[config.mk]
export PLATFORM = sky130hd
export DESIGN_NAME = blsf_div
export DESIGN_NICKNAME = d
export VERILOG_FILES = /design/src/sv/ballbot_lqr_state_feedback_assert.svh /design/src/sv/blsf_div.sv
export SDC_FILE = /design/constraint.sdc
export NUM_CORES = 1
export LEC_CHECK = 0
export ABC_AREA = 1
export BUFFER_PORTS_ARGS = -buffer_cell sky130_fd_sc_hd__buf_2
export CAP_MARGIN = 30
export CORE_ASPECT_RATIO = 0.7
export CORE_MARGIN = 1
export CORE_UTILIZATION = 46
export CTS_CLUSTER_DIAMETER = 100
export CTS_CLUSTER_SIZE = 8
export DETAILED_ROUTE_END_ITERATION = 10
export GPL_ROUTABILITY_DRIVEN = 0
export HOLD_SLACK_MARGIN = 0.06
export PLACE_DENSITY_LB_ADDON = 0.25
export RECOVER_POWER = 25
export SYNTH_ARGS = -nofsm -noshare
export SYNTH_HDL_FRONTEND = slang
export SYNTH_SLANG_ARGS = --single-unit
export TNS_END_PERCENT = 1
[constraint.sdc]
create_clock -name clk -period 6.7 [get_ports clk]
set_input_delay 0.67 -clock clk [delete_from_list [all_inputs] [get_ports clk]]
set_output_delay 0.67 -clock clk [all_outputs]
set_load 0.01 [all_outputs]
[src/sv/ballbot_lqr_state_feedback_assert.svh]
// Assertion macros for the ballbot LQR controller.
// Used by the top level; expects signals clk and rst in scope.
`ifndef BALLBOT_LQR_STATE_FEEDBACK_ASSERT_SVH
`define BALLBOT_LQR_STATE_FEEDBACK_ASSERT_SVH

// same-cycle implication
`define BLSF_ASSERT_IMP(label, ante, cons) \
  label: assert property (@(posedge clk) disable iff (rst) (ante) |-> (cons)) \
    else $error("implication check failed");

// next-cycle implication
`define BLSF_ASSERT_NEXT(label, ante, cons) \
  label: assert property (@(posedge clk) disable iff (rst) (ante) |=> (cons)) \
    else $error("next-cycle check failed");

`endif

[src/sv/blsf_div.sv]
// Restoring divider, one quotient bit per cycle, unsigned operands.
// No dependencies.
module blsf_div (
  input  logic        clk,
  input  logic        rst,
  input  logic        start,
  input  logic [46:0] dividend,
  input  logic [15:0] divisor,
  output logic        done,
  output logic [46:0] q
);

  logic [16:0] rem;
  logic [16:0] trial;
  logic [15:0] dv;
  logic [5:0]  cnt;
  logic        busy;
  logic        ge;

  assign trial = {rem[15:0], q[46]};
  assign ge    = trial >= {1'b0, dv};

  always_ff @(posedge clk) begin
    done <= !rst && !start && busy && (cnt == 6'd46);
    if (rst) begin
      busy <= 1'b0;
    end else if (start) begin
      q    <= dividend;
      dv   <= divisor;
      rem  <= 17'd0;
      cnt  <= 6'd0;
      busy <= 1'b1;
    end else if (busy) begin
      rem <= ge ? trial - {1'b0, dv} : trial;
      q   <= {q[45:0], ge};
      cnt <= cnt + 6'd1;
      if (cnt == 6'd46) begin
        busy <= 1'b0;
      end
    end
  end

endmodule

==> results.ini, run 1 <==
[power_and_ir_drop]
ir_drop_mv = 0.146
switchingPower_uw = 444
power.density_mw_per_mm2 = 260
internal-power_mw = 1.05
swShare_pct = 29.6
p_seq_share_pct = 45.1
cellLeakagePower_nw = 2.87
pwr-share-comb_pct = 20.4
p_clk_share_pct = 34.5

[clock_tree]
clkSinkCount = 87
path_clk_slew_ns = 0.06
cts_resized = 0
ctsHtreeMaxLevel = 3
cts_made_buffers = 9
worst_skew_pair.late_latency_ns = 0.34
hold_buffers = 0
cts_tree = yes
clk_path_buf_depth = 2
postCtsSetupBuffers = 0
root_buffer = clkbuf_16

[synth]
yosys_warnings = 0
ys_ff_latch = 87
yosys.area.top_type = edfxtp_1
synth_area_per_cell_um2 = 8.37
synth_ff_type = edfxtp_1
synth_nets = 656
synth_top_family_by_area = simple AND/OR/NAND/NOR gates
synth_compound_area_share_pct = 1.26
synth_cell_types = 29
ys_seq_area_share_pct = 54.2
synth_simple_gate_area_share_pct = 30.5
synth_mux_area_share_pct = 0
syn_area_mm2 = 0.00478
syn_inst = 571
synth_adder_area_share_pct = 5.13
synth_top_area_share_pct = 53.4
ys_top_cells_by_area = edfxtp_1, nand2_1, inv_1, ha_1, nor2_1
synth_xor_area_share_pct = 1.47
synthArstFlopShare_pct = 0
synth_edf_count = 85

[routing]
wirelength_mm = 10.9
drtAntennaViolNets = 0
vias = 3963
post_drt_wl_per_cell_um = 13.4
drcViolationCount = 0
drt_iter0_drc = 267
drt_pass1_iterations = 5
via_per_inst = 4.85

[status]
violations = max-capacitance violations, max-slew violations
outcome = finished with violations

[sta]
rsz0062_at_grt = false
max_freq_mhz = 220
finalSetupViolCount = 0
report.final.hold_viol_count = 0
tns_ns = 0
worst_pin_slew_ns = 2.14
slew_headroom_pct = -42.8
period_minus_slack_ns = 4.54
skew_ns = 0.00740
slew_violations = 54
fin_crit_sh_pct = 67.8

[global_route]
top_usage_layer = met1
antenna_found_initial = 1
grtUsageMet3_pct = 7.26
grt_overflow_total = 0
met2_usage_pct = 31.4
grt.met1_usage_pct = 31.5
grt_start_max_net_pins = 54
grt_use_total_pct = 21.9
grt_pass1_vias = 3691
grt_pass1_wl_mm = 17.8

[hold_path]
holdPathEnd = busy$_SDFF_PP0_
hold_start = busy$_SDFF_PP0_
hold_path.class = register to register
hold_depth = 2

[finish]
diodes = 0
layout-drive-gt1-share_pct = 18.0
design_area_mm2 = 0.00575
num-nets-final = 769
mostFrequentLayoutCells = nand2_1, edfxtp_1, buf_2
layout_commonest_cell = nand2_1
synthToLayoutAreaGrowth_pct = 20.2
finalNonFillerCells = 817
fill_cells = 943

[worst_setup_path]
reg2regPathDepth = 13
crit_start = start
timing.rr.start = rem[11]$_SDFFCE_PP0P_
r2r-end = rem[15]$_SDFFCE_PP0P_
cp_max_fo = 53
startpoint_type = primary input
worst-r2r-setup-slack_ns = 4.38
critPathArrivalTime_ns = 4.51
crit_path_end_kind = register
crit_type = primary input to register
cp_data_required_time_ns = 6.68

[placement]
dp_hpwl_mm = 7.96
placed_area_mm2 = 0.00549
dp.cells = 801
io_buffers = 113

[floorplan]
start_util_pct = 48.3
io_pins = 114
core-area_mm2 = 0.00991
rows = 30
die_w_um = 124
fp.dieH_um = 87.3
fp.dieArea_mm2 = 0.0108

[job]
drv_cap = 1

==> worst max-delay path, cell delays in order <==
cell	delay, ns
clkbuf_1	1.50
inv_2	0.71
buf_12	0.41
a21oi_4	0.56
buf_4	0.62
==> cells by family after synthesis <==
family          count (synthesis)
buf+inv                        92
fa+ha+maj                      19
flops                          87
compound gates                 12
simple gates                  353
xor+xnor                        8
==> stage by stage <==
step	util [%]	setup slack [ns]	hold slack, ns	power, mW
2_1_floorplan	-	1.69	0.435	0.896
3_3_place_gp	55.2	2.83	0.449	0.981
3_5_place_dp	55.4	2.93	0.465	0.990
4_1_cts	58.5	3.29	0.474	1.51
5_1_grt	58.0	1.73	0.492	1.57
6_report	58.0	2.16	0.475	1.50
==> synthesized netlist by cell type (all sizes together) (2+ instances only) <==
cell type / instances
nand2: 264
edfxtp: 85
inv: 78
nor2: 49
nand3: 22
ha: 18
a21oi: 11
clkbuf: 8
nand3b: 7
buf: 6
xor2: 6
nand4: 5
and2: 2
dfxtp: 2
nor3: 2
xnor2: 2
==> per-layer routing <==
layer  routed length [um]  share of wire (%)
met4                  141                1.3
met5                   13               0.12
met3                  888                8.1
met1                 5240                 48
met2                 4630                 42
==> worst max-delay path by stage <==
stage                                end  slack, ns
floorplan           cnt[0]$_SDFFCE_PP0P_       1.69
global placement         q[19]$_DFFE_PP_       2.83
detailed placement       q[19]$_DFFE_PP_       2.93
CTS                 cnt[4]$_SDFFCE_PP0P_       3.29
global route              q[7]$_DFFE_PP_       1.73
finish                    q[7]$_DFFE_PP_       2.16
==> cell type report <==
type	count	area [um^2]	share of cell area (%)
multi-input combinational	392	1850	32.1
clock inverter	7	76.3	1.33
inverter	78	293	5.09
clock buffer	9	225	3.92
sequential	87	2590	45.1
tap	128	160	2.79
timing repair buffer	116	557	9.68
==> power groups by stage <==
stage	registers, mW	logic (mW)	clock network, mW
finish	0.675	0.306	0.516
global route	0.679	0.349	0.546
CTS	0.674	0.308	0.526
detailed placement	0.685	0.305	0
global placement	0.685	0.296	0
floorplan	0.691	0.205	0
==> flip-flops by register name (all words and copies together), names as in the netlist <==
name	cells
busy	1
rem	16
dv	16
done	1
cnt	6
q	47
(Power assumes the default switching activity.)
==> run 2, diff against run 1 <==
==> constraint.sdc (replaced) <==
create_clock -name clk -period 4.1 [get_ports clk]
set_input_delay 0.41 -clock clk [delete_from_list [all_inputs] [get_ports clk]]
set_output_delay 0.41 -clock clk [all_outputs]
set_load 0.01 [all_outputs]
==> results.ini, run 2 (synthesis gave the netlist of run 1 again) <==
[job]
drv_cap = 0  ; -1

[worst_setup_path]
crit_path_end_kind = register
r2r-end = rem[15]$_SDFFCE_PP0P_
cp_max_fo = 15  ; -72%
crit_type = register to register
worst-r2r-setup-slack_ns = 1.81  ; -2.57 ns
timing.rr.start = rem[6]$_SDFFCE_PP0P_
cp_data_required_time_ns = 4.20  ; -2.48 ns
reg2regPathDepth = 13  ; unchanged
startpoint_type = register
critPathArrivalTime_ns = 2.39  ; -2.12 ns

[clock_tree]
clk_path_buf_depth = 2  ; unchanged
cts_made_buffers = 9  ; unchanged
worst_skew_pair.late_latency_ns = 0.34  ; about the same
hold_buffers = 0  ; unchanged
cts_resized = 0  ; unchanged
postCtsSetupBuffers = 0  ; unchanged
cts_tree = yes
path_clk_slew_ns = 0.07  ; about the same
ctsHtreeMaxLevel = 3  ; unchanged
root_buffer = clkbuf_16
clkSinkCount = 87  ; unchanged

[sta]
skew_ns = 0.0107  ; +0.00330 ns
fin_crit_sh_pct = 55.9
slew_headroom_pct = 66.2  ; +110 points
finalSetupViolCount = 0  ; unchanged
max_freq_mhz = 436
tns_ns = 0  ; unchanged
fin_hold_ws_ns = 0.238  ; -0.237 ns
slew_violations = 0  ; -100%
worst_pin_slew_ns = 0.508  ; -1.63 ns
rsz0062_at_grt = false
period_minus_slack_ns = 2.29
report.final.hold_viol_count = 0  ; unchanged

[routing]
m1WireLength_mm = 5.28  ; +0.78%
wl_met2_mm = 4.94  ; +6.8%
drcViolationCount = 0  ; unchanged
via_per_inst = 4.89  ; +0.79%
highest_layer = met5
post_drt_wl_per_cell_um = 13.6  ; +1.9%
drtAntennaViolNets = 0  ; unchanged
wl_met3_um = 798  ; -10%
vias = 3999  ; +0.91%
wirelength_mm = 11.1  ; +2.1%
drt_iter0_drc = 279  ; +4.5%
drt_pass1_iterations = 5  ; unchanged

[global_route]
grt_pass1_wl_mm = 17.9  ; +0.81%
grt_use_total_pct = 22.2  ; +0.31 points
antenna_found_initial = 1  ; unchanged
grt_overflow_total = 0  ; unchanged
grt_start_max_net_pins = 59  ; +9.3%
grt_pass1_vias = 3836  ; +3.9%

[placement]
dp.cells = 802  ; +0.12%
io_buffers = 113  ; unchanged
dp_hpwl_mm = 8.17  ; +2.7%
placed_area_mm2 = 0.00550  ; +0.14%

[finish]
layout_commonest_cell = nand2_1
diodes = 0  ; unchanged
top_register = q
layout-drive-gt1-share_pct = 18.3  ; +0.26 points
finalNonFillerCells = 818  ; +0.12%
num-nets-final = 770  ; +0.13%
synthToLayoutAreaGrowth_pct = 20.1
largest_register_ffs = 47  ; unchanged
mostFrequentLayoutCells = nand2_1, edfxtp_1, buf_2
design_area_mm2 = 0.00574  ; -0.11%
fill_cells = 924  ; -2.0%
largestRegisters = q: 47 flops, dv: 16 flops, rem: 16 flops

[hold_path]
hold_start = divisor[2]
holdPathEnd = dv[2]$_DFFE_PP_
hold_depth = 1  ; -1
hold_path.class = primary input to register

[power_and_ir_drop]
power_mw = 2.40  ; +60%
cellLeakagePower_nw = 2.86  ; about the same
ir_drop_mv = 0.269  ; +84%
power.density_mw_per_mm2 = 418  ; +60%

[floorplan]
rows = 30  ; unchanged
die_w_um = 124  ; unchanged
fp.dieArea_mm2 = 0.0108  ; unchanged
io_pins = 114  ; unchanged
core-area_mm2 = 0.00991  ; unchanged
start_util_pct = 48.3  ; unchanged
fp.dieH_um = 87.3  ; unchanged

[status]
outcome = completed

[run 2: cell types whose count changed in the layout (fill, tap and decap cells not counted), sizes merged]
cell / previous run / this run
buf: 81 / 82
bufinv: 1 / 0
clkbuf: 44 / 45
clkinv: 3 / 2
inv: 81 / 82
[run 2: layer usage]
| metal | up-vias | GRT usage [%] |
|---|---|---|
| met5 | - | 0 |
| met2 | 144 | 34.1 |
| met4 | 2 | 5.91 |
| met1 | 1819 | 30.7 |
| met3 | 13 | 6.35 |
| li1 | 2021 | - |
[run 2: area by class of cell]
cell class	count	area, um^2	area share, %
inverter	78	293	5.10
clock buffer	10	239	4.16
timing repair buffer	117	564	9.83
clock inverter	6	48.8	0.850
tap	128	160	2.79
multi-input combinational	392	1850	32.1
sequential	87	2590	45.1
[run 2: how the worst max path moves through the flow]
stage,to,cells after the start,start
global route,rem[11]$_SDFFCE_PP0P_,13,rem[6]$_SDFFCE_PP0P_
CTS,rem[15]$_SDFFCE_PP0P_,13,rem[6]$_SDFFCE_PP0P_
detailed placement,q[18]$_DFFE_PP_,5,start
floorplan,cnt[0]$_SDFFCE_PP0P_,4,start
finish,rem[15]$_SDFFCE_PP0P_,13,rem[6]$_SDFFCE_PP0P_
global placement,q[18]$_DFFE_PP_,5,start
[run 2: report_power, final]
group	leakage (nW)	internal [mW]	total (mW)	switching [mW]
registers	0.835	1.07	1.10	0.0383
logic	1.89	0.177	0.498	0.321
clock network	0.144	0.436	0.799	0.363
total	2.86	1.68	2.40	0.723
[run 2: worst max-delay path, cell delays in order (launching register included)]
cell and delay (ns):
edfxtp_1 0.42, ha_1 0.40, nand2_1 0.14, inv_2 0.05, nand2_2 0.06, inv_2 0.04, nand2_1 0.07, nor2_2 0.05
nor2_4 0.26, nand2_4 0.18, nand2_1 0.19, nand2_1 0.08, nand2_1 0.06, inv_1 0.04
[run 2: metrics by stage]
step                      worst slack, ns  utilization [%]
after CTS                            1.81             58.4
after detailed placement             1.60             55.5
after floorplan                     0.706                -
after global routing                 1.59             58.0
final                                1.81             58.0
after global placement               1.66             55.5
==> run 3, diff against run 2 <==
==> constraint.sdc (replaced) <==
create_clock -name clk -period 2.1 [get_ports clk]
set_input_delay 0.21 -clock clk [delete_from_list [all_inputs] [get_ports clk]]
set_output_delay 0.21 -clock clk [all_outputs]
set_load 0.01 [all_outputs]
==> results.ini, run 3 (synthesis gave the netlist of run 1 again) <==
[routing]
drcViolationCount = 0  ; unchanged
wl_met2_mm = 5.23  ; +5.7%
via_per_inst = 4.92  ; +0.56%
highest_layer = met4
m1WireLength_mm = 5.27  ; -0.30%
drt_pass1_iterations = 5  ; unchanged
drtAntennaViolNets = 0  ; unchanged
vias = 4159  ; +4.0%
drt_iter0_drc = 270  ; -3.2%
post_drt_wl_per_cell_um = 13.7  ; +0.84%
wl_met3_um = 944  ; +18%
wirelength_mm = 11.6  ; +4.3%

[worst_setup_path]
crit_path_end_kind = register
crit_start = rem[13]$_SDFFCE_PP0P_
timing.rr.start = rem[13]$_SDFFCE_PP0P_
cp_max_fo = 9  ; -6
startpoint_type = register
cp_data_required_time_ns = 2.19  ; -2.01 ns
critPathArrivalTime_ns = 2.10  ; -0.29 ns
crit_type = register to register

[clock_tree]
worst_skew_pair.late_latency_ns = 0.34  ; about the same
root_buffer = clkbuf_16
ctsHtreeMaxLevel = 3  ; unchanged
cts_tree = yes
clk_path_buf_depth = 2  ; unchanged
clkSinkCount = 87  ; unchanged
cts_made_buffers = 9  ; unchanged
path_clk_slew_ns = 0.06  ; about the same

[sta]
max_freq_mhz = 498  ; +14%
report.final.hold_viol_count = 0  ; unchanged
skew_ns = 0.00569  ; -0.00501 ns
slew_violations = 0  ; unchanged
finalSetupViolCount = 0  ; unchanged
worst_slack_ns = 0.0937  ; -1.71 ns
worst_pin_slew_ns = 0.978  ; +0.470 ns
tns_ns = 0  ; unchanged
fin_hold_ws_ns = 0.119  ; -0.119 ns
slew_headroom_pct = 34.8  ; -31 points
fin_crit_sh_pct = 95.5  ; +40 points
period_minus_slack_ns = 2.01  ; -0.285 ns

[finish]
fill_cells = 860  ; -6.9%
largestRegisters = q: 47 flops, dv: 16 flops, rem: 16 flops
layout-drive-gt1-share_pct = 26.5  ; +8.2 points
design_area_mm2 = 0.00620  ; +8.0%
largest_register_ffs = 47  ; unchanged
num-nets-final = 799  ; +3.8%
finalNonFillerCells = 846  ; +3.4%
post-route-util_pct = 62.6  ; +4.6 points
synthToLayoutAreaGrowth_pct = 29.7
layout_commonest_cell = nand2_1
top_register = q
diodes = 0  ; unchanged
mostFrequentLayoutCells = nand2_1, buf_2, edfxtp_1

[floorplan]
io_pins = 114  ; unchanged
rows = 30  ; unchanged
fp.dieH_um = 87.3  ; unchanged
die_w_um = 124  ; unchanged
fp.dieArea_mm2 = 0.0108  ; unchanged
core-area_mm2 = 0.00991  ; unchanged
start_util_pct = 48.3  ; unchanged

[global_route]
grt_pass1_wl_mm = 18.8  ; +5.0%
grt_pass1_vias = 4014  ; +4.6%
grt_overflow_total = 0  ; unchanged
grt_use_total_pct = 22.9  ; +0.72 points
grt_start_max_net_pins = 53  ; -10%
antenna_found_initial = 0  ; -1

[placement]
dpl_worst_slack_ns = -0.0337  ; -1.64 ns
dp_hpwl_mm = 8.35  ; +2.2%
dp.cells = 814  ; +1.5%
io_buffers = 113  ; unchanged
placed_area_mm2 = 0.00558  ; +1.5%

[hold_path]
hold_path.class = primary input to register
hold_start = rst

[power_and_ir_drop]
power.density_mw_per_mm2 = 789  ; +89%
power_mw = 4.89  ; +100%
cellLeakagePower_nw = 3.09  ; +8.0%
ir_drop_mv = 0.464  ; +73%

[job]
drv_cap = 0  ; unchanged

[status]
outcome = completed

## run 3: area by class of cell
type	instances	area, um^2	share of cell area (%)
clock inverter	6	68.8	1.11
clock buffer	9	225	3.63
sequential	87	2590	41.8
multi-input combinational	392	2010	32.4
inverter	78	295	4.76
tap	128	160	2.58
timing repair buffer	146	850	13.7
## run 3: timing repair
action,4_1_cts,5_1_grt
setup endpoints to repair,4,17
pin swaps,0,3
endpoints found under the hold margin,16,0
gates resized for setup,2,22
hold buffers,16,0
buffers inserted,0,1
## run 3: power by group
group | leakage (nW) | internal [mW] | total, mW | switching, mW
clock network | 0.148 | 0.928 | 1.62 | 0.691
registers | 0.835 | 2.08 | 2.15 | 0.0743
logic | 2.11 | 0.458 | 1.12 | 0.664
total | 3.09 | 3.47 | 4.89 | 1.43
## run 3: worst max-delay path: stages, from the launching register on
cell	delay (ns)
edfxtp_1	0.39
ha_1	0.36
a21oi_2	0.19
nor2_1	0.06
nor2_1	0.08
nand2_1	0.09
nor2_4	0.17
buf_4	0.21
nand3b_1	0.10
nand2_1	0.08
nor2_1	0.05
## run 3: metal layers
layer	up-vias	track usage (%)
met2	148	35.5
met4	0	6.79
li1	2085	-
met3	22	8.44
met5	-	0
met1	1904	30.0
## run 3: worst paths after layout
check                    endpoint  slack [ns]  depth (start not counted)
max          rem[3]$_SDFFCE_PP0P_        0.09                         10
min                  done$_DFF_P_        0.12                          2
max reg2reg  rem[3]$_SDFFCE_PP0P_        0.09                         10
min reg2reg       busy$_SDFF_PP0_        0.49                          2
