<file path="config.mk">
export PLATFORM = sky130hd
export DESIGN_NAME = blsf_mul
export DESIGN_NICKNAME = d
export VERILOG_FILES = /design/src/sv/ballbot_lqr_state_feedback_assert.svh /design/src/sv/blsf_pkg.sv /design/src/sv/blsf_mul.sv
export SDC_FILE = /design/constraint.sdc
export NUM_CORES = 1
export LEC_CHECK = 0
export BUFFER_PORTS_ARGS = -buffer_cell sky130_fd_sc_hd__buf_4
export CORE_AREA = 2 2 168 170
export DETAILED_ROUTE_END_ITERATION = 16
export DIE_AREA = 0 0 170 172
export PLACE_DENSITY = 0.81
export SKIP_LAST_GASP = 1
export SLEW_MARGIN = 10
export SYNTH_ARGS = -nofsm -noshare
export SYNTH_HDL_FRONTEND = slang
export SYNTH_SLANG_ARGS = --single-unit
</file>
<file path="constraint.sdc">
create_clock -name clk -period 17.7 [get_ports clk]
set_input_delay 3.54 -clock clk [delete_from_list [all_inputs] [get_ports clk]]
set_output_delay 3.54 -clock clk [all_outputs]
set_load 0.03 [all_outputs]
</file>
<file path="src/sv/ballbot_lqr_state_feedback_assert.svh">
// Assertion macros for the ballbot LQR controller.
// Used by the top level; expects signals clk and rst in scope.
`ifndef BALLBOT_LQR_STATE_FEEDBACK_ASSERT_SVH
`define BALLBOT_LQR_STATE_FEEDBACK_ASSERT_SVH

// same-cycle implication
`define BLSF_ASSERT_IMP(label, ante, cons) \
  label: assert property (@(posedge clk) disable iff (rst) (ante) |-> (cons)) \
    else $error("implication check failed");

// next-cycle implication
`define BLSF_ASSERT_NEXT(label, ante, cons) \
  label: assert property (@(posedge clk) disable iff (rst) (ante) |=> (cons)) \
    else $error("next-cycle check failed");

`endif

</file>
<file path="src/sv/blsf_pkg.sv">
// Shared constants, register indexes and fixed-point helpers of the
// ballbot LQR controller. No dependencies.
package blsf_pkg;

  localparam int unsigned PW = 90;

  localparam logic signed [24:0] K_TWO_PI = 25'sd25736;
  localparam logic signed [24:0] K_MIX_A  = 25'sd61788;
  localparam logic signed [24:0] K_MIX_B  = 25'sd30893;
  localparam logic signed [24:0] K_MIX_Y  = 25'sd53509;
  localparam logic signed [24:0] K_SQRT3  = 25'sd113515;

  localparam logic [3:0] REG_GAIN_TILT_X      = 4'd0;
  localparam logic [3:0] REG_GAIN_TILT_RATE_X = 4'd1;
  localparam logic [3:0] REG_GAIN_TILT_Y      = 4'd2;
  localparam logic [3:0] REG_GAIN_TILT_RATE_Y = 4'd3;
  localparam logic [3:0] REG_GAIN_ROLL_X      = 4'd4;
  localparam logic [3:0] REG_GAIN_ROLL_RATE_X = 4'd5;
  localparam logic [3:0] REG_GAIN_ROLL_Y      = 4'd6;
  localparam logic [3:0] REG_GAIN_ROLL_RATE_Y = 4'd7;

  typedef logic signed [PW-1:0] wide_t;

  // shift right, rounding toward zero
  function automatic wide_t trunc_shr(input wide_t v, input int unsigned sh);
    wide_t bias;
    bias = (wide_t'(1) <<< sh) - wide_t'(1);
    return (v + (v[PW-1] ? bias : wide_t'(0))) >>> sh;
  endfunction

  // clamp to [-2^lb, 2^lb - 1]
  function automatic wide_t clamp_s(input wide_t v, input int unsigned lb);
    wide_t lim;
    lim = wide_t'(1) <<< lb;
    if (v > lim - wide_t'(1)) return lim - wide_t'(1);
    if (v < -lim) return -lim;
    return v;
  endfunction

endpackage

</file>
<file path="src/sv/blsf_mul.sv">
// Bit-serial signed multiplier: one multiplier bit per cycle.
// Depends on blsf_pkg for the product width.
module blsf_mul import blsf_pkg::*; (
  input  logic               clk,
  input  logic               rst,
  input  logic               start,
  input  logic signed [63:0] a,
  input  logic signed [24:0] b,
  output logic               done,
  output wide_t              p
);

  logic [64:0] hi;
  logic [24:0] lo;
  logic [4:0]  cnt;
  logic        neg;
  logic        busy;
  logic        fin;
  logic [63:0] amag;
  logic [64:0] sum;

  assign sum = hi + (lo[0] ? {1'b0, amag} : 65'd0);

  always_ff @(posedge clk) begin
    done <= !rst && !start && !busy && fin;
    if (rst) begin
      busy <= 1'b0;
      fin  <= 1'b0;
    end else if (start) begin
      amag <= a[63] ? 64'(-a) : 64'(a);
      lo   <= b[24] ? 25'(-b) : 25'(b);
      hi   <= 65'd0;
      neg  <= a[63] ^ b[24];
      cnt  <= 5'd0;
      busy <= 1'b1;
    end else if (busy) begin
      hi  <= {1'b0, sum[64:1]};
      lo  <= {sum[0], lo[24:1]};
      cnt <= cnt + 5'd1;
      if (cnt == 5'd24) begin
        busy <= 1'b0;
        fin  <= 1'b1;
      end
    end else if (fin) begin
      p    <= neg ? -wide_t'({hi, lo}) : wide_t'({hi, lo});
      fin  <= 1'b0;
    end
  end

endmodule

</file>
==> results by stage, run 1 <==
Status:
- The flow ran to the end, and the final reports show no timing, DRC or antenna violations.

Global route:
- The layer carrying the most global-route usage is met2.
- The number of antenna violations at the first check in global routing is 0.
- The global routing usage summed across all routing layers is 0.274.
- The met1 track demand over resource in global routing is 0.405.
- The met2 global-route usage is 0.429.
- The first global-routing pass estimated 63200 µm of wire.
- The largest net degree at the start of global routing is 80.
- The number of global-route vias before repair is 11.9k.
- For this run the aggregate overflow at the end of global routing stands at 0.
- For this run, global-route usage on met3 was measured as 0.0355.

Synthesis:
- The number of flops mapped to enable cells by yosys is 249.
- Of the synthesized area, sequential elements account for 0.462.
- The largest total area in the synthesized netlist belongs to sky130_fd_sc_hd__edfxtp_1.
- The number of storage elements in the synthesis netlist is 252.
- The top-area cell type share of the netlist area is 0.459.
- After technology mapping, the gate count stands at 1595.
- Yosys mapped the design onto 65 distinct sky130hd cell types.
- The post-synthesis async set-or-reset flop share is 0.
- The area of the mapped netlist is 16300 µm².
- After synthesis, the cell types taking the most area are sky130_fd_sc_hd__edfxtp_1, sky130_fd_sc_hd__xnor2_1, sky130_fd_sc_hd__ha_1, sky130_fd_sc_hd__nor2_1, sky130_fd_sc_hd__a21oi_1.
- The number of warnings printed during yosys synthesis is 0.
- In the synthesized netlist the dominant register cell turns out to be sky130_fd_sc_hd__edfxtp_1.
- The mean instance size in the synthesized netlist is 10.2 µm².
- The net count after synthesis is 1757.

Worst setup path:
- In this run the worst path has a maximum fanout of 6.
- The element type at the critical path start is an input pin.
- Data on the critical path is required at its endpoint by 17990 ps.
- The category of the worst setup path capture point is a register.
- For the worst setup path, the data arrival time is 6610 ps.
- The slowest cell on the critical path is sky130_fd_sc_hd__or4_1.
- Traced cell by cell, the critical path runs through buf_4, or4_1, or4_1, nor4_1, nand3_1, nor4_1, nand2_1, o21ai_0, xnor2_1.
- The maximum cell stage delay along the critical path is 620 ps.
- The path type of the worst setup path is input pin to register.
- The worst path buffer plus inverter count is 1.
- The kind of cell with the highest combined delay along the critical path is simple AND/OR/NAND/NOR gates.

Detailed routing:
- After detailed routing, the number of remaining DRC violations is 0.
- Dividing the detail-routed via count by the number of cells gives 6.11.
- The total number of vias is 12.9k.
- The number of DRC markers in iteration 0 is 1389.
- The final antenna-violating net count is 0.
- In the final routed layout, each cell accounts on average for 19.4 µm.
- The final wirelength is 41000 µm.
- The number of optimization iterations in the first detailed-route pass is 6.

Timing:
- The maximum clock skew at final layout is 13.2 ps.
- The relative slew slack is 0.213.
- The max-slew violation total from the final report was 0.
- Setup slack on the critical path of the routed design comes to 11380 ps.
- Setup repair after global routing left no endpoint under its margin.
- The hold violation total from the final report is 0.
- The count of endpoints failing setup in the final report is 0.
- Derived from the worst setup path, the maximum achievable clock frequency is 158 MHz.
- The slew at the pin closest to its max-slew limit is 1170 ps.
- The routed design could run at a clock period as short as 6320 ps.
- The post-route fraction of the period consumed by the critical path is 0.357.
- The post-route setup TNS is 0 ps.

Power:
- The largest voltage drop on the vdd net is 0.0662 mV.
- The analysis attributes to cell leakage a power of 6.88 nW.
- The power density normalized to cell area is 89.4 nW/µm².

Clock tree:
- The root buffer cell is sky130_fd_sc_hd__clkbuf_16.
- Post-CTS timing repair inserted 0 buffers for setup.
- The later pin in the worst-skew pair is clocked with a latency of 550 ps.
- For this design, the CTS-stage hold fixing added 0 buffers.
- Post-CTS repair changed the size of 0 cells.
- The total number of clock tree sinks is 252.
- The clock tree from TritonCTS is done.
- In this run the number of H-tree levels came out at 1.
- Counting the buffers created by CTS gives 27.
- The maximum buffer depth of the clock tree is 3.
- Clock-pin slew was measured on the worst setup and hold paths at 60 ps.

Run:
- Max-cap violations in this run came to 0.

Place:
- The worst slack at placement is 10760 ps.
- At the end of routability-driven placement, the weighted congestion stood at 0.927.
- The detailed-placement wirelength estimate is 31300 µm.
- The count of buffers added on input and output ports is 182.
- The cell area reported after detailed placement is 17900 µm².

Cells and area:
- Measured on the finished design, the core utilization comes to 0.686.
- The antenna cell count is 0.
- Of the cells placed in the final design, the portion with a size suffix greater than 1 is 0.155.
- The final net count is 1910.
- The final instance area is 18800 µm².
- Relative to the synthesized area, the layout overhead comes to 15.6%.
- Counting the fill cells in the layout gives 2113.

Floorplanning:
- The number of cell rows is 61.
- In this run the vertical extent of the chip is 172 µm.
- During I/O placement, the number of pins put on the boundary was 183.
- The initial utilization of the core area, before any placement, comes to 0.593.
- Measured along the x axis, the die boundary spans 170 µm.
- The area of the core is 27500 µm².
- The area of the die is 29200 µm².

Min path:
- The type of the most critical hold path is register to register.
[final cells by class]
type                       instances  area (µm²)  area share
multi-input combinational       1253        8430       0.447
sequential                       252        7540       0.400
timing repair buffer             190        1430      0.0757
clock buffer                      30         687      0.0365
tap                              346         433      0.0230
clock inverter                    20         234      0.0124
inverter                          24        91.3     0.00485
[through the flow]
step | instances | hold slack [ps] | power (mW)
floorplan | 1595 | 420 | 0.997
global placement | 2065 | 462 | 1.09
detailed placement | 2065 | 470 | 1.10
CTS | 2115 | 479 | 1.69
global route | 2115 | 497 | 1.75
finish | 2115 | 478 | 1.68
[worst register-to-register path, delay by kind of cell (launching register included)]
kind            cells  cell delay, ps
compound gates      8            2980
fa+ha+maj           2             420
buf+inv             1             430
flops               1             330
mux                 1             360
simple gates        1             300
[worst paths after layout]
check | from | end | slack (ps) | cells after the start
max | a[5] | amag[62] | 11380 | 9
min | busy | done | 480 | 1
max reg2reg | lo[0] | hi[59] | 12650 | 13
min reg2reg | busy | done | 480 | 1
[layout by cell type, fill, tap and decap left out, drive strengths merged, types with 4 or more instances in the layout]
cell / n
nor2: 136
ha: 69
o21a: 10
nand2b: 16
or2: 14
or3: 29
buf: 190
inv: 25
and3: 9
o41ai: 22
nor4b: 4
a211oi: 7
or4: 26
nor4: 19
clkinv: 12
nor2b: 15
o31ai: 55
mux2: 15
nand4b: 4
bufinv: 5
a31oi: 5
a21boi: 4
o21ai: 97
o21bai: 19
nand4: 25
and2: 68
o31a: 4
xor2: 47
edfxtp: 249
clkbuf: 30
nor3: 28
o211ai: 7
nand3: 28
a21o: 40
xnor2: 177
a21oi: 101
nand2: 116
[registers in the layout (all words and copies together) (netlist names)]
signal / flops
hi: 64
amag: 64
lo: 25
neg: 1
busy: 1
fin: 1
cnt: 5
p: 90
done: 1
[kinds of logic (layout without fill, tap and decap cells)]
group / Yosys count / count (layout) / share of synthesized area
AND/OR/NAND/NOR: 547 / 547 / 0.174
AO/OA/AOI/OAI: 394 / 394 / 0.156
flip-flops: 252 / 252 / 0.462
XOR/XNOR: 224 / 224 / 0.120
buffers and inverters: 90 / 264 / 0.0212
adder cells (fa/ha/maj): 70 / 70 / 0.0542
multiplexers: 18 / 18 / 0.0122
[synthesized netlist by cell type, types with 5 or more instances]
cell type and instances:
sky130_fd_sc_hd__a31oi_1 5, sky130_fd_sc_hd__nor2b_1 15, sky130_fd_sc_hd__o41ai_1 22, sky130_fd_sc_hd__o21bai_1 19, sky130_fd_sc_hd__o21ai_0 97, sky130_fd_sc_hd__and2_1 68, sky130_fd_sc_hd__ha_1 69, sky130_fd_sc_hd__nor2_1 136
sky130_fd_sc_hd__nand2b_1 16, sky130_fd_sc_hd__o21a_1 10, sky130_fd_sc_hd__inv_1 24, sky130_fd_sc_hd__nand2_1 116, sky130_fd_sc_hd__xnor2_1 177, sky130_fd_sc_hd__xor2_1 47, sky130_fd_sc_hd__and3_1 9, sky130_fd_sc_hd__or4_1 24
sky130_fd_sc_hd__nand4_1 24, sky130_fd_sc_hd__o211ai_1 7, sky130_fd_sc_hd__nor3_1 27, sky130_fd_sc_hd__a21oi_1 101, sky130_fd_sc_hd__a21o_1 40, sky130_fd_sc_hd__o31ai_1 52, sky130_fd_sc_hd__or3_1 28, sky130_fd_sc_hd__mux2_2 15
sky130_fd_sc_hd__clkbuf_1 57, sky130_fd_sc_hd__or2_2 11, sky130_fd_sc_hd__a211oi_1 7, sky130_fd_sc_hd__nor4_1 18, sky130_fd_sc_hd__nand3_1 28, sky130_fd_sc_hd__buf_1 8, sky130_fd_sc_hd__edfxtp_1 249
[where the power goes]
group	switching (mW)	internal [mW]	leakage, nW
clock network	0.235	0.353	0.445
logic	0.201	0.147	4.08
registers	0.0376	0.710	2.35
total	0.474	1.21	6.88
[metal layers]
metal	vias up	routed length [µm]
met1	6071	18700
met4	0	908
met5	-	0
li1	6253	-
met2	536	18000
met3	68	3300
Note: power is estimated with default switching activity, not from simulation.
==> run 2: changes to the inputs <==
--- a/config.mk
+++ b/config.mk
@@ -6,10 +6,10 @@
 export NUM_CORES = 1
 export LEC_CHECK = 0
 export BUFFER_PORTS_ARGS = -buffer_cell sky130_fd_sc_hd__buf_4
-export CORE_AREA = 2 2 168 170
+export CORE_AREA = 2 2 177 179
 export DETAILED_ROUTE_END_ITERATION = 16
-export DIE_AREA = 0 0 170 172
-export PLACE_DENSITY = 0.81
+export DIE_AREA = 0 0 179 181
+export PLACE_DENSITY = 0.77
 export SKIP_LAST_GASP = 1
 export SLEW_MARGIN = 10
 export SYNTH_ARGS = -nofsm -noshare
==> constraint.sdc (replaced) <==
create_clock -name clk -period 5.4 [get_ports clk]
set_input_delay 1.08 -clock clk [delete_from_list [all_inputs] [get_ports clk]]
set_output_delay 1.08 -clock clk [all_outputs]
set_load 0.03 [all_outputs]
==> results by stage, run 2 (synthesis results as in run 1) <==
Floorplanning:
- The boundary pin count is 183.
- The die is 181 µm tall.
- The number of cell rows is 64.
- The starting density of the core is 0.537.
- In this run the horizontal extent of the chip is 179 µm.
- The area of the die is 32400 µm².
- The area of the core is 30300 µm².

Status:
- The run finished with clean final reports.

Place:
- Once detailed placement completed, the half-perimeter wirelength came to 31600 µm.
- Once placement completed, the tool counted placed cells totaling 2117.
- Routability-driven placement finished with a final weighted congestion of 0.960.
- During placement, the flow inserted port buffers numbering 182.

Timing:
- The relative slew slack is 0.369.
- The max-slew violation total from the final report is 0.
- The hold violation total from the final report is 0.
- The slew at the pin closest to its max-slew limit is 934 ps.
- Setup repair after global routing left no endpoint under its margin.
- The maximum clock skew at final layout is 20.9 ps.
- The post-route fraction of the period consumed by the critical path is 0.817.
- The post-route setup TNS is 0 ps.
- The maximum frequency from static timing analysis is 227 MHz.
- On the final layout, the worst hold slack is 501 ps.
- Counting I/O delays and the setup requirement, the final critical path takes 4410 ps.
- Setup violations remaining at the end of the flow were counted as 0.

Detailed routing:
- After detailed routing, the total wire length is 40500 µm.
- Before antenna repair, the detailed router went through 6 iterations.
- The detailed-route DRC error count is 0.
- After detailed routing, the average wire length per cell comes to 18.7 µm.
- The number of DRC markers in iteration 0 is 978.
- The final antenna-violating net count is 0.
- For this block, the via count after detailed routing is 12.7k.
- The vias per cell is 5.87.

Power:
- The switching portion of total power is 0.284.
- Of the total power, registers draw 0.466.
- The power density normalized to cell area is 280 nW/µm².
- Of the total power, combinational logic draws 0.216.
- The cell internal power dissipation is 3.77 mW.
- Summed over all nets, the switching power comes to 1.50 mW.
- The share of power burned in the clock network is 0.318.
- For this design the static power due to leakage is 6.84 nW.
- Across the VDD grid, the largest voltage drop is 0.228 mV.

Clock tree:
- The maximum level of the CTS H-tree is 1.
- The total number of clock tree sinks is 252.
- TritonCTS built the clock tree.
- The number of post-CTS setup repair buffers is 0.
- Clock-pin slew was measured on the worst setup and hold paths at 60 ps.
- Clock latency on the worst-skew pair, taken at its later pin, is 530 ps.
- The hold-fix buffer count after cts is 0.
- The total clock buffers created by CTS is 26.
- Post-CTS repair changed the size of 0 cells.
- The root buffer cell is sky130_fd_sc_hd__clkbuf_16.
- Counting along the longest clock path gives a buffer depth of 3.

Global route:
- The total grt overflow is 0.
- The number of global-route vias before repair is 12.0k.
- The global-route wire length before repair is 63800 µm.
- For met2 alone, demand over resource in global routing was 0.365.
- For this run, global-route usage on met1 was measured as 0.393.
- The number of antenna violations at the first check in global routing is 0.
- The layer flagged by global routing as most heavily used is met1.
- The largest net degree at the start of global routing is 81.
- The global routing usage summed across all routing layers is 0.248.
- For met3 alone, demand over resource in global routing was 0.0314.

Worst setup path:
- The path type of the worst setup path is register to register.
- The required time of the worst setup path is 5690 ps.
- The path depth of the worst reg2reg path is 13.
- Of all nets on the critical path, the largest fanout is 14.
- The worst setup path is captured at a register.
- The element type at the critical path start is a register.
- Data arrives at the worst endpoint at 4700 ps.

Cells and area:
- The layout overhead on the synthesized area is 15.5%.
- The register with the most flip-flops in the final layout is p.
- The fraction of final layout cells with drive strength greater than 1 is 0.153.
- In the final layout, the registers with the most flip-flops are p: 90 flops, amag: 64 flops, hi: 64 flops.
- In the layout the commonest cells are sky130_fd_sc_hd__edfxtp_1, sky130_fd_sc_hd__buf_4, sky130_fd_sc_hd__xnor2_1, sky130_fd_sc_hd__nor2_1, sky130_fd_sc_hd__nand2_1.
- The number of cells in the finished layout apart from fillers is 2164.
- Leaving out fill and tap cells, the most frequent cell in the layout is sky130_fd_sc_hd__edfxtp_1.
- The antenna cell count is 0.
- The number of flip-flops in the largest register is 90.
- The number of inserted filler cells in the final layout is 2524.
- The combined area of the multi-input logic cells is 8440 µm².
- The final net count is 1911.
- The footprint of the flip-flops and latches is 7540 µm².

Min path:
- The min-delay analysis places its worst path in the category register to register.
- The number of cells traversed by the worst hold path is 2.

Run:
- Across the run, the number of max-cap violations was 0.
-- run 2: changes by cell type in the layout (fill, tap and decap cells not counted), sizes merged --
| cell | delta |
|---|---|
| buf | +2 |
| bufinv | -4 |
| clkbuf | +2 |
| clkinv | +1 |
| clkinvlp | -1 |
| inv | -1 |
-- run 2: per-stage QoR --
stage	total power [mW]	util	cell area, µm²	worst slack [ps]
floorplan	3.27	-	16300	306
finish	5.27	0.621	18800	986
detailed placement	3.62	0.594	18000	866
global placement	3.60	0.594	18000	973
global route	5.53	0.621	18800	618
CTS	5.29	0.621	18800	1030
-- run 2: final timing paths --
kind	slack, ps	from	end
min reg2reg	500	fin	fin
max	990	lo[0]	hi[59]
max reg2reg	990	lo[0]	hi[59]
min	500	fin	fin
-- run 2: routing by layer --
layer  up-vias  share of wire
met5         -              0
met4         0          0.014
met3        42          0.085
met2       506           0.42
met1      5898           0.48
li1       6250              -
-- run 2: layout make-up --
| class | instances | share of cell area |
|---|---|---|
| clock inverters | 15 | 0.00578 |
| multi-input cells | 1253 | 0.448 |
| well taps | 396 | 0.0263 |
| repair buffers | 192 | 0.0779 |
| inverters | 24 | 0.00485 |
| flip-flops and latches | 252 | 0.400 |
| clock buffers | 32 | 0.0369 |
-- run 2: power groups by stage --
stage               Sequential, mW  Combinational, mW  Clock (mW)
finish                        2.46               1.14        1.68
global route                  2.47               1.26        1.79
CTS                           2.45               1.13        1.71
detailed placement            2.49               1.12           0
global placement              2.49               1.11           0
floorplan                     2.44              0.832           0
-- run 2: worst max-delay path: stages, from the launching register on --
cell and delay [ps]:
sky130_fd_sc_hd__edfxtp_1 520, sky130_fd_sc_hd__buf_4 240, sky130_fd_sc_hd__and2_1 190, sky130_fd_sc_hd__fa_1 440, sky130_fd_sc_hd__a21oi_1 270, sky130_fd_sc_hd__o22ai_1 190
sky130_fd_sc_hd__o211ai_1 400, sky130_fd_sc_hd__a2111oi_0 240, sky130_fd_sc_hd__o21ai_0 540, sky130_fd_sc_hd__o21ai_0 190, sky130_fd_sc_hd__buf_4 190, sky130_fd_sc_hd__a31oi_1 330
sky130_fd_sc_hd__o21ai_0 150, sky130_fd_sc_hd__mux2_2 280
